### src/rtl/ppau_pkg.sv
`timescale 1ns / 1ps
// Package for the paged pointer address unit.
// Request, result and pointer write-back types and shared constants; no dependencies.
package ppau_pkg;

  localparam int unsigned PTR_WIDTH            = 16;
  localparam int unsigned NUM_PTRS             = 4;
  localparam int unsigned PAGE_OFFSET_BITS_DEF = 12;

  localparam logic       CMD_FETCH   = 1'b0;
  localparam logic       CMD_OPERAND = 1'b1;
  localparam logic [7:0] ESCAPE_DISP = 8'h80;
  localparam logic [1:0] PTR_PC      = 2'd0;

  typedef logic [NUM_PTRS-1:0][PTR_WIDTH-1:0] ptr_array_t;

  typedef struct packed {
    logic              command;
    logic              auto_index;
    logic [1:0]        pointer_select;
    logic signed [7:0] displacement;
    logic signed [7:0] extension_value;
  } req_t;

  typedef struct packed {
    logic [PTR_WIDTH-1:0] address;
    logic                 is_immediate;
    logic [7:0]           immediate_value;
  } rsp_t;

  typedef struct packed {
    logic                 en;
    logic [1:0]           sel;
    logic [PTR_WIDTH-1:0] value;
  } ptr_wb_t;

endpackage

### src/rtl/ppau_addr_gen.sv
`timescale 1ns / 1ps
// Effective address generation for one request: fetch, indexed, auto-indexed, immediate.
// Depends on ppau_pkg.
module ppau_addr_gen #(
  parameter int unsigned PAGE_OFFSET_BITS = ppau_pkg::PAGE_OFFSET_BITS_DEF
) (
  input  ppau_pkg::req_t       req,
  input  ppau_pkg::ptr_array_t ptrs,
  output ppau_pkg::rsp_t       rsp,
  output ppau_pkg::ptr_wb_t    wb
);
  import ppau_pkg::*;

  localparam logic [PTR_WIDTH-1:0] OFS_MASK =
    PTR_WIDTH'((32'd1 << PAGE_OFFSET_BITS) - 32'd1);

  function automatic logic [PTR_WIDTH-1:0] paged_add(input logic [PTR_WIDTH-1:0] from_ptr,
                                                     input logic [PTR_WIDTH-1:0] step_by);
    logic [PTR_WIDTH-1:0] sum;
    sum = from_ptr + step_by;
    return (from_ptr & ~OFS_MASK) | (sum & OFS_MASK);
  endfunction

  logic [7:0]           eff_disp;
  logic [PTR_WIDTH-1:0] delta;
  logic [PTR_WIDTH-1:0] base;
  logic [PTR_WIDTH-1:0] moved;
  logic [PTR_WIDTH-1:0] pc_next;

  assign eff_disp = (req.displacement == ESCAPE_DISP) ? req.extension_value : req.displacement;
  assign delta    = {{(PTR_WIDTH-8){eff_disp[7]}}, eff_disp};
  assign base     = ptrs[req.pointer_select];
  assign moved    = paged_add(base, delta);
  assign pc_next  = paged_add(ptrs[PTR_PC], PTR_WIDTH'(1));

  always_comb begin
    rsp = '0;
    wb  = '0;
    if (req.command == CMD_FETCH) begin
      rsp.address = pc_next;
      wb.en       = 1'b1;
      wb.sel      = PTR_PC;
      wb.value    = pc_next;
    end else if (req.auto_index && (req.pointer_select == PTR_PC)) begin
      rsp.is_immediate    = 1'b1;
      rsp.immediate_value = req.displacement;
    end else if (!req.auto_index) begin
      rsp.address = moved;
    end else begin
      wb.en       = 1'b1;
      wb.sel      = req.pointer_select;
      wb.value    = moved;
      rsp.address = eff_disp[7] ? moved : base;
    end
  end

endmodule

### src/rtl/paged_pointer_address_unit.sv
`timescale 1ns / 1ps
// Top level of the paged pointer address unit: input register, pointer file, result register.
// Depends on ppau_pkg and ppau_addr_gen.
//
// Usage:
//   A request (in_req) is taken on a rising edge with in_valid high and in_stall low.
//   Fetch requests advance the program counter (pointer 0) and return it as the
//   address; operand requests form an indexed or auto-indexed address from the
//   selected pointer, or return the displacement byte as immediate data.
//   The result (out_rsp) is offered on out_valid and taken when out_stall is low.
//   A taken request sits in the input register; its address is computed and its pointer
//   write-back done on the edge that moves it into the result register, and out_valid is
//   high after that edge. Throughput: one request per cycle while out_stall is low, set
//   by the two 16-bit paged adds and pointer write-back between the input and result registers.
//   While the receiver stalls, the result register holds; one further request
//   waits in the input register, after which in_stall rises.
//   Reset clears all four pointers, both valid flags, and leaves no result pending.
module paged_pointer_address_unit #(
  parameter int unsigned PAGE_OFFSET_BITS = ppau_pkg::PAGE_OFFSET_BITS_DEF
) (
  input  logic           clk,
  input  logic           rst_n,
  input  logic           in_valid,
  output logic           in_stall,
  input  ppau_pkg::req_t in_req,
  output logic           out_valid,
  input  logic           out_stall,
  output ppau_pkg::rsp_t out_rsp
);
  import ppau_pkg::*;

  logic       req_valid_r;
  req_t       req_r;
  rsp_t       rsp_r;
  logic       rsp_valid_r;
  ptr_array_t ptrs_r;

  rsp_t    rsp_nxt;
  ptr_wb_t wb;
  logic    advance;
  logic    in_take;

  ppau_addr_gen #(
    .PAGE_OFFSET_BITS(PAGE_OFFSET_BITS)
  ) u_addr_gen (
    .req (req_r),
    .ptrs(ptrs_r),
    .rsp (rsp_nxt),
    .wb  (wb)
  );

  assign advance  = !rsp_valid_r || !out_stall;
  assign in_stall = req_valid_r && !advance;
  assign in_take  = in_valid && !in_stall;

  always_ff @(posedge clk) begin
    if (!rst_n) begin
      req_valid_r <= 1'b0;
      rsp_valid_r <= 1'b0;
      ptrs_r      <= '0;
    end else begin
      if (in_take) begin
        req_valid_r <= 1'b1;
      end else if (advance) begin
        req_valid_r <= 1'b0;
      end
      if (advance) begin
        rsp_valid_r <= req_valid_r;
      end
      if (req_valid_r && advance && wb.en) begin
        ptrs_r[wb.sel] <= wb.value;
      end
    end
  end

  always_ff @(posedge clk) begin
    if (in_take) begin
      req_r <= in_req;
    end
    if (req_valid_r && advance) begin
      rsp_r <= rsp_nxt;
    end
  end

  assign out_valid = rsp_valid_r;
  assign out_rsp   = rsp_r;

endmodule

### config.mk
export PLATFORM = sky130hd
export DESIGN_NAME = paged_pointer_address_unit
export DESIGN_NICKNAME = d
export VERILOG_FILES = /design/src/rtl/ppau_pkg.sv /design/src/rtl/ppau_addr_gen.sv /design/src/rtl/paged_pointer_address_unit.sv
export SDC_FILE = /design/constraint.sdc
export NUM_CORES = 1
export LEC_CHECK = 0
export ABC_AREA = 1
export ABC_CLOCK_PERIOD_IN_PS = 3200
export BUFFER_PORTS_ARGS = -buffer_cell sky130_fd_sc_hd__buf_2
export CAP_MARGIN = 20
export CORE_MARGIN = 3
export CORE_UTILIZATION = 60
export CTS_CLUSTER_DIAMETER = 200
export DETAILED_ROUTE_END_ITERATION = 6
export PLACE_DENSITY = 0.8
export SETUP_SLACK_MARGIN = 0.4
export SLEW_MARGIN = 20
export SYNTH_ARGS = -nofsm -noshare
export SYNTH_HDL_FRONTEND = slang
export SYNTH_SLANG_ARGS = --single-unit
### constraint.sdc
create_clock -name clk -period 3.2 [get_ports clk]
set_input_delay 0.64 -clock clk [delete_from_list [all_inputs] [get_ports clk]]
set_output_delay 0.64 -clock clk [all_outputs]
set_load 0.03 [all_outputs]
-- Yosys cells after proc, flatten, opt, wreduce, memory -nomap -nowiden
Index checks and enable logic that the tools add are counted.
- bits in registers: 111
- bits of input ports: 24
- output and inout port bits: 27
- word-level logic and storage cells: 52
- add/subtract/negate cells: 2
- $lt $le $gt $ge: 3
- equality and inequality tests: 1
- muxes and demuxes: 16
- bitwise logic cells: 2
- reduce and logical (&&, ||, !) cells: 14
- operators by type and width (cell ; number):
    2-to-1 mux 16 bit ; 6
    bitwise mux 64 bit ; 1
    2-to-1 mux 19 bit ; 3
    binary-select mux 16 bit (select 2 bit) ; 1
    demux 16 bit (select 2 bit) ; 1
    OR 16 x 12 -> 16 bit ; 2
    adder 12 x 1 -> 12 bit, second input constant ; 1
    adder 12 bit ; 1
    2-to-1 mux 9 bit ; 1
    equality test 8 bit, second input constant ; 1
    2-to-1 mux 8 bit ; 1
    logical AND 1 bit ; 6
    less-than comparator 2 x 3 -> 1 bit, second input constant ; 2
    logical NOT 1 bit ; 4
    >= comparator 2 x 1 -> 1 bit, second input constant ; 1
    logical NOT 2 bit ; 1
    2-to-1 mux 1 bit ; 2
    AND reduction 2 bit ; 1
    nonzero test 2 bit ; 1
    logical OR 1 bit ; 1

-- Longest topological paths before layout
Gate-level depths: netlist of run 1.
- word-level depth: 12
- gate-level depth with buffers: 21
- mapped depth without buffers: 20

-- By module
Synthesis of run 1 repeated with hierarchy kept, for this count alone.
- cell total of the unflattened synthesis: 845
- area total of the unflattened synthesis: 5928.2 um^2
- modules (own cells, without submodules) (module ; times used ; cells each ; area each (um^2) ; seq. area each (um^2)):
    paged_pointer_address_unit ; 1 ; 439 ; 3980.1 ; 2672.6
    ppau_addr_gen ; 1 ; 406 ; 1948.1 ; 0.0

-- Worst setup path before layout of run 1
Ideal clock, no wire load.
- path kind: register to register
- from: register req_r[16] (netlist name)
- to: register rsp_r (netlist bit out_rsp[15]), data pin
- setup time: 0.257 ns
- arrival: 2.424 ns
- data required time: 2.943 ns
- setup slack: 0.519 ns
- cell stages (with the launch flop): 19
- path buffers: 3
- clock period less this slack: 2.681 ns
- cells stage by stage: edfxtp_1 > buf_4 > inv_2 > buf_4 > buf_2 > a21oi_1 > a22oi_1 > inv_1 > ha_1 > inv_1 > fa_1 > o21ai_1 > inv_1 > o21ai_0 > nand2_1 > nand2_1 > nand2_1 > nand3_1 > nand2_1
- RTL lines (item ; RTL line ; text):
    start, declared ; paged_pointer_address_unit.sv:33 ; req_t req_r;
    start signal, assigned ; paged_pointer_address_unit.sv:78 ; req_r <= in_req;
    end signal, assigned ; paged_pointer_address_unit.sv:81 ; rsp_r <= rsp_nxt;
    end, declared ; paged_pointer_address_unit.sv:34 ; rsp_t rsp_r;

==> impl_metrics.json, run 1 <==
{
  "tightestPinTransition_ns": 0.920,
  "antenna_found_initial": 0,
  "portBuffers": 50,
  "clock_latency_ns": 0.39,
  "cts.clk_slew.worst_paths_ns": 0.11,
  "dp.final_hpwl_um": 10600,
  "cp_max_fo": 7,
  "finalSetupViolCount": 0,
  "synth-edff-count": 45,
  "setup_tns_ns": 0,
  "cp.depth": 14,
  "cts_sinks": 111,
  "coreArea_um2": 8980,
  "avgSynthCellArea_um2": 7.73,
  "routed_wl_um": 15800,
  "p_total_w": 0.00293,
  "grt_pass1_wl_um": 24300,
  "synth-async-reset-ratio_pct": 0,
  "place_congestion": 0.937,
  "synth_nets": 775,
  "cts_tree": "done",
  "ioPinCount": 51,
  "ys_ff_latch": 111,
  "drt_iter0_markers": 490,
  "dp_slack_ns": 0.329,
  "die-area_um2": 10700,
  "fin_crit_ns": 2.79,
  "rsz0062_at_grt": "yes",
  "dr.pass1.iters": 6,
  "area_growth_pct": 17.2,
  "root_buffer": "clkbuf_8",
  "ys_warn_count": 0,
  "outcome": "completed",
  "synth_top_cells_by_count": "nand2_1, inv_1, dfxtp_1, nand3_1, a21oi_1",
  "synth_cells": 738,
  "chipHeight_um": 104,
  "ant_nets": 0,
  "worst-path-buf-inv": 3,
  "remaining_drc_errors": 0,
  "yosys-top-cells-area": "edfxtp_1, dfxtp_1, nand2_1",
  "drv_cap": 0,
  "cp.arrival_ns": 2.99,
  "vias_per_cell": 5.74,
  "crit_family": "simple AND/OR/NAND/NOR gates",
  "grt_pass1_vias": 4891,
  "whs_path_depth": 1,
  "gr-total-overflow": 0,
  "maxSlewHeadroom_pct": 38.6,
  "vdd_drop_max_mv": 0.365,
  "cp_cell_sequence": "clkinv_4 > buf_4 > nand2_1 > nand2_1 > o21ai_0 > inv_1 > ha_2 > nand3_1 > nand2_2 > nand3_1 > nand2_1 > xor2_1 > a21oi_1 > o21ai_1",
  "grt_usage_pct": 27.9,
  "fin_nets": 842,
  "synth_top_flop_cell": "dfxtp_1",
  "hold_viol_final": 0,
  "fin_ws_ns": 0.415,
  "hold-worst-slack_ns": 0.419,
  "rows": 34,
  "synth.most_common_cell": "nand2_1",
  "htree_levels": 3,
  "layout-drive-gt1-share_pct": 21.4,
  "slew_violations": 0,
  "cts_buffer_depth": 2,
  "leakagePower_nw": 3.13,
  "cp-start-kind": "register",
  "skew_ns": 0.0126,
  "grt_max_degree": 33,
  "max_freq_ghz": 0.359,
  "n_fill_cell": 711,
  "rrSetupSlack_ns": 0.41,
  "hold_class": "in -> reg",
  "fin_util_pct": 74.5,
  "cp_common_cell": "nand2_1",
  "cts_hold_buf": 0,
  "initial_core_util_pct": 63.6,
  "critPathRequiredTime_ns": 3.40,
  "vias": 5373,
  "path_class": "reg -> reg",
  "synth_cell_types": 40,
  "p_per_area_nw_per_um2": 438,
  "synth_area_um2": 5710,
  "post_drt_wl_per_cell_um": 16.9,
  "synth-seq-area-share_pct": 46.8,
  "synth_top_area_share_pct": 23.7,
  "final.period_utilization_pct": 87.0,
  "slowest_stage": "edfxtp_1",
  "die_width_um": 104,
  "max_stage_delay_ns": 0.55,
  "diodes": 0,
  "worst_setup_path_end_kind": "register",
  "reg2regPathDepth": 14,
  "cts_buffers": 9,
  "synth_area_leader_cell": "edfxtp_1"
}
metal layers:
layer  vias up  global-route usage, %  wire [µm]
met5         -                      0          0
met4         0                   11.1        548
met3        55                   6.53       1830
met2       334                   45.9       7390
met1      2444                   35.9       6030
li1       2540                      -          -
state kept, by name, indices dropped and copies added (netlist names):
register and count:
req_valid_r 1, req_r 20, ptrs_r 64, out_rsp 25, out_valid 1
placed cells by master, fill, tap and decap left out, types with 3 or more instances in the layout:
cell type	Yosys	layout
o21a_1	17	17
nor3_1	3	3
nand2_2	4	11
inv_1	121	109
ha_4	0	8
buf_6	1	3
o21ai_0	48	43
a21o_1	4	4
clkbuf_8	0	10
a21oi_2	0	6
nand3_2	0	3
nand3_1	62	59
nand4_1	4	4
inv_2	9	18
o22ai_1	6	6
buf_4	5	25
o211ai_1	7	7
nand2_1	156	149
edfxtp_1	45	45
dfxtp_1	66	66
o21ai_1	8	10
nor2_2	3	6
a21oi_1	60	53
buf_2	5	50
nor2_1	52	49
power breakdown:
group	internal [W]	total (W)	switching (W)	leakage, nW
clock	0.000314	0.000797	0.000483	0.0918
sequential	0.00152	0.00156	0.0000331	0.977
combinational	0.000206	0.000576	0.000370	2.06
total	0.00204	0.00293	0.000887	3.13
what timing repair did:
| item | in CTS | in global routing |
|---|---|---|
| gates cloned | 0 | 2 |
| pin swaps | 0 | 18 |
| endpoints found under the setup margin | 11 | 41 |
| buffers inserted | 0 | 18 |
| resized for setup | 2 | 73 |
path summary, 6_finish.rpt:
kind               from           to
max           req_r[16]  out_rsp[14]
min           in_req[5]     req_r[5]
max reg2reg   req_r[16]  out_rsp[14]
min reg2reg  ptrs_r[44]   ptrs_r[44]
logic make-up after synthesis:
| logic type | Yosys count | share of synthesized area (%) |
|---|---|---|
| XOR/XNOR | 5 | 0.767 |
| AND/OR/NAND/NOR | 290 | 21.7 |
| flip-flops | 111 | 46.8 |
| buffers and inverters | 156 | 10.9 |
| adder cells (fa/ha/maj) | 13 | 2.98 |
| AO/OA/AOI/OAI | 163 | 16.9 |
worst register-to-register path, delay by kind of cell, from the launching register on:
kind | cells | cell delay [ns]
XOR/XNOR | 1 | 0.27
adder cells (fa/ha/maj) | 1 | 0.39
flip-flops | 1 | 0.55
AO/OA/AOI/OAI | 3 | 0.40
AND/OR/NAND/NOR | 6 | 0.57
buffers and inverters | 3 | 0.43
through the flow:
stage                     cell area (µm²)  instances
after CTS                            6270        916
after global routing                 6690        936
after global placement               6080        900
after floorplan                      5710        738
after detailed placement             6080        900
final                                6690        936
area by class of cell:
type | count | area, µm² | area share [%]
Sequential cell | 111 | 2670 | 39.9
Multi-Input combinational cell | 471 | 2650 | 39.6
Timing Repair Buffer | 80 | 517 | 7.72
Inverter | 131 | 505 | 7.56
Tap cell | 126 | 158 | 2.36
Clock buffer | 11 | 141 | 2.11
Clock inverter | 5 | 41.3 | 0.617
Timing Repair inverter | 1 | 8.76 | 0.131
Power figures use the tool's default switching activity.
==> inputs of run 2 (changes only) <==
Settings changed: ABC_AREA 1 to not set, ABC_CLOCK_PERIOD_IN_PS 3200 to 2260, CORE_MARGIN 3 to 2, CORE_UTILIZATION 60 to 53, PLACE_DENSITY 0.8 to 0.76.
Clock period 3.2 ns to 2.26 ns, I/O delays scaled along.
==> run 2 against run 1 <==
Compared with the run above:
- cell count shrank 23%
- combinational power grew 8.7%
- via count shrank 23%
- clock-buffer cell count shrank 1
- the flow now finishes with violations (negative setup slack)
- hold slack lost 0.18 ns
- design area grew 0.30%
- critical endpoint is now ptrs_r[40]
- global-route usage shrank 3.0 points
- power grew 36%
==> impl_metrics.json, run 2 <==
{
  "outcome": "complete, but fails checks",
  "violations": "negative setup slack",
  "cp-start-kind": "register",
  "avgSynthCellArea_um2": 10.9,
  "min_from": "in_req[17]",
  "antenna_found_initial": 0,
  "max_freq_ghz": 0.314,
  "finalSetupViolCount": 52,
  "coreArea_um2": 9330,
  "cts.clk_slew.worst_paths_ns": 0.12,
  "p_per_area_nw_per_um2": 593,
  "vias_per_cell": 5.69,
  "leakagePower_nw": 2.64,
  "hold_viol_final": 0,
  "die-area_um2": 10500,
  "synth-async-reset-ratio_pct": 0,
  "critPathRequiredTime_ns": 2.57,
  "tightestPinTransition_ns": 0.426,
  "synth_area_leader_cell": "edfxtp_1",
  "n_fill_cell": 601,
  "fin_crit_ns": 3.18,
  "path_class": "reg -> reg",
  "setup.worst_path.start": "req_r[10]",
  "area_growth_pct": 30.7,
  "vdd_drop_max_mv": 0.353,
  "maxSlewHeadroom_pct": 71.5,
  "worst_setup_path_end_kind": "register",
  "final.period_utilization_pct": 141,
  "hold_class": "in -> reg",
  "skew_ns": 0.0171,
  "grt_pass1_wl_um": 19500,
  "clock_latency_ns": 0.38,
  "gr-total-overflow": 0,
  "synth-edff-count": 45,
  "cts_hold_buf": 0,
  "post_drt_wl_per_cell_um": 18.1,
  "placed_area_um2": 5970,
  "final_area_um2": 6710,
  "rows": 35,
  "largest_reg_flops": 64,
  "portBuffers": 50,
  "synth_top_flop_cell": "dfxtp_1",
  "grt_max_degree": 29,
  "yosys-top-cells-area": "edfxtp_1, dfxtp_1, mux4_2",
  "die_width_um": 102,
  "synth_nets": 510,
  "diodes": 0,
  "cts_buffers": 9,
  "dp.final_hpwl_um": 9030,
  "layout_common_cells": "buf_4, dfxtp_1, nor2_1, buf_2, edfxtp_1",
  "chipHeight_um": 102,
  "slew_violations": 0,
  "ys_ff_latch": 111,
  "dr.pass1.iters": 6,
  "synth_top_cells_by_count": "dfxtp_1, nor2_1, edfxtp_1, o21ai_0, a21oi_1",
  "ant_nets": 0,
  "ys_warn_count": 0,
  "final_common_cell": "buf_4",
  "synth_cell_types": 52,
  "synth_area_um2": 5130,
  "grt_usage_pct": 24.9,
  "cts_sinks": 111,
  "routed_wl_um": 13100,
  "cts_buffer_depth": 2,
  "place_congestion": 0.935,
  "fin_nets": 628,
  "ioPinCount": 51,
  "vias": 4126,
  "fin_util_pct": 71.9,
  "synth_top_area_share_pct": 26.3,
  "grt_pass1_vias": 4036,
  "fin_ws_ns": -0.921,
  "layout-drive-gt1-share_pct": 41.9,
  "cp_max_fo": 5,
  "cp.arrival_ns": 3.50,
  "synth_cells": 473,
  "drt_iter0_markers": 317,
  "root_buffer": "clkbuf_8",
  "synth.most_common_cell": "dfxtp_1",
  "synth-seq-area-share_pct": 52.1,
  "initial_core_util_pct": 55.0,
  "htree_levels": 3,
  "timing.rr.start": "req_r[10]",
  "hold-worst-slack_ns": 0.236,
  "remaining_drc_errors": 0,
  "top_register": "ptrs_r",
  "cts_tree": "done",
  "drv_cap": 0,
  "rsz0062_at_grt": "yes"
}
==> run 2: changes by cell type after synthesis, sizes merged, moves of 16 or more <==
| cell | delta |
|---|---|
| nand2 | -138 |
| inv | -119 |
| nand3 | -51 |
| a21oi | -30 |
| and2 | +24 |
| a211oi | +20 |
| mux4 | +16 |
==> run 2: power by group <==
group	total (W)	switching (W)	internal [W]
clock network	0.00117	0.000711	0.000459
registers	0.00218	0.0000301	0.00215
logic	0.000626	0.000358	0.000269
==> run 2: cells by family after synthesis <==
kind of cell / count (synthesis) / synth area share, %
flops: 111 / 52.1
compound gates: 130 / 15.5
simple gates: 141 / 13.5
mux: 21 / 8.00
buf+inv: 35 / 3.85
xor+xnor: 22 / 3.75
fa+ha+maj: 13 / 3.32
==> run 2: final cells by class <==
class	count	area, µm²	area share [%]
Sequential cell	111	2670	39.8
Tap cell	129	161	2.41
Timing Repair Buffer	129	902	13.4
Clock inverter	6	60.1	0.895
Multi-Input combinational cell	328	2730	40.7
Clock buffer	10	138	2.05
Inverter	12	45.0	0.671
==> run 2: layer usage <==
metal | wire [µm] | vias to the layer above | GRT usage (%)
met5 | 0 | - | 0
met4 | 449 | 0 | 11.6
met3 | 752 | 29 | 4.45
met2 | 6470 | 161 | 42.8
met1 | 5470 | 1976 | 30.6
li1 | - | 1960 | -
==> run 2: what timing repair did <==
action,4_1_cts,5_1_grt
endpoints found under the setup margin,60,59
cloned,0,1
endpoints found under the hold margin,0,0
resized for setup,51,47
buffers inserted,6,8
pin swaps,25,29
==> run 2: final timing paths <==
path	end	slack (ns)	cells past startpoint
setup / recovery	ptrs_r[40]	-0.92	14
hold / removal	req_r[17]	0.24	1
setup reg to reg	ptrs_r[40]	-0.92	14
hold reg to reg	ptrs_r[15]	0.46	2
==> run 2: stage by stage <==
stage	worst slack [ns]	power [W]	cells	setup TNS [ns]
after floorplan	-0.725	0.00254	473	-13.60
after global placement	-0.801	0.00272	694	-24.36
after detailed placement	-0.901	0.00274	694	-30.30
after CTS	-0.788	0.00393	716	-24.12
after global routing	-1.01	0.00410	725	-36.54
final	-0.921	0.00398	725	-33.19
==> run 2: critical path, stage by stage (launching register included) <==
cell	delay (ns)
edfxtp_1	0.42
nor4_2	0.36
nand2_2	0.17
nor2_4	0.20
a21o_1	0.21
ha_4	0.15
inv_2	0.03
fa_2	0.38
nor2b_4	0.13
o31a_1	0.16
o21ai_2	0.10
a21oi_2	0.18
xnor2_2	0.10
or3_4	0.41
o21ai_2	0.13
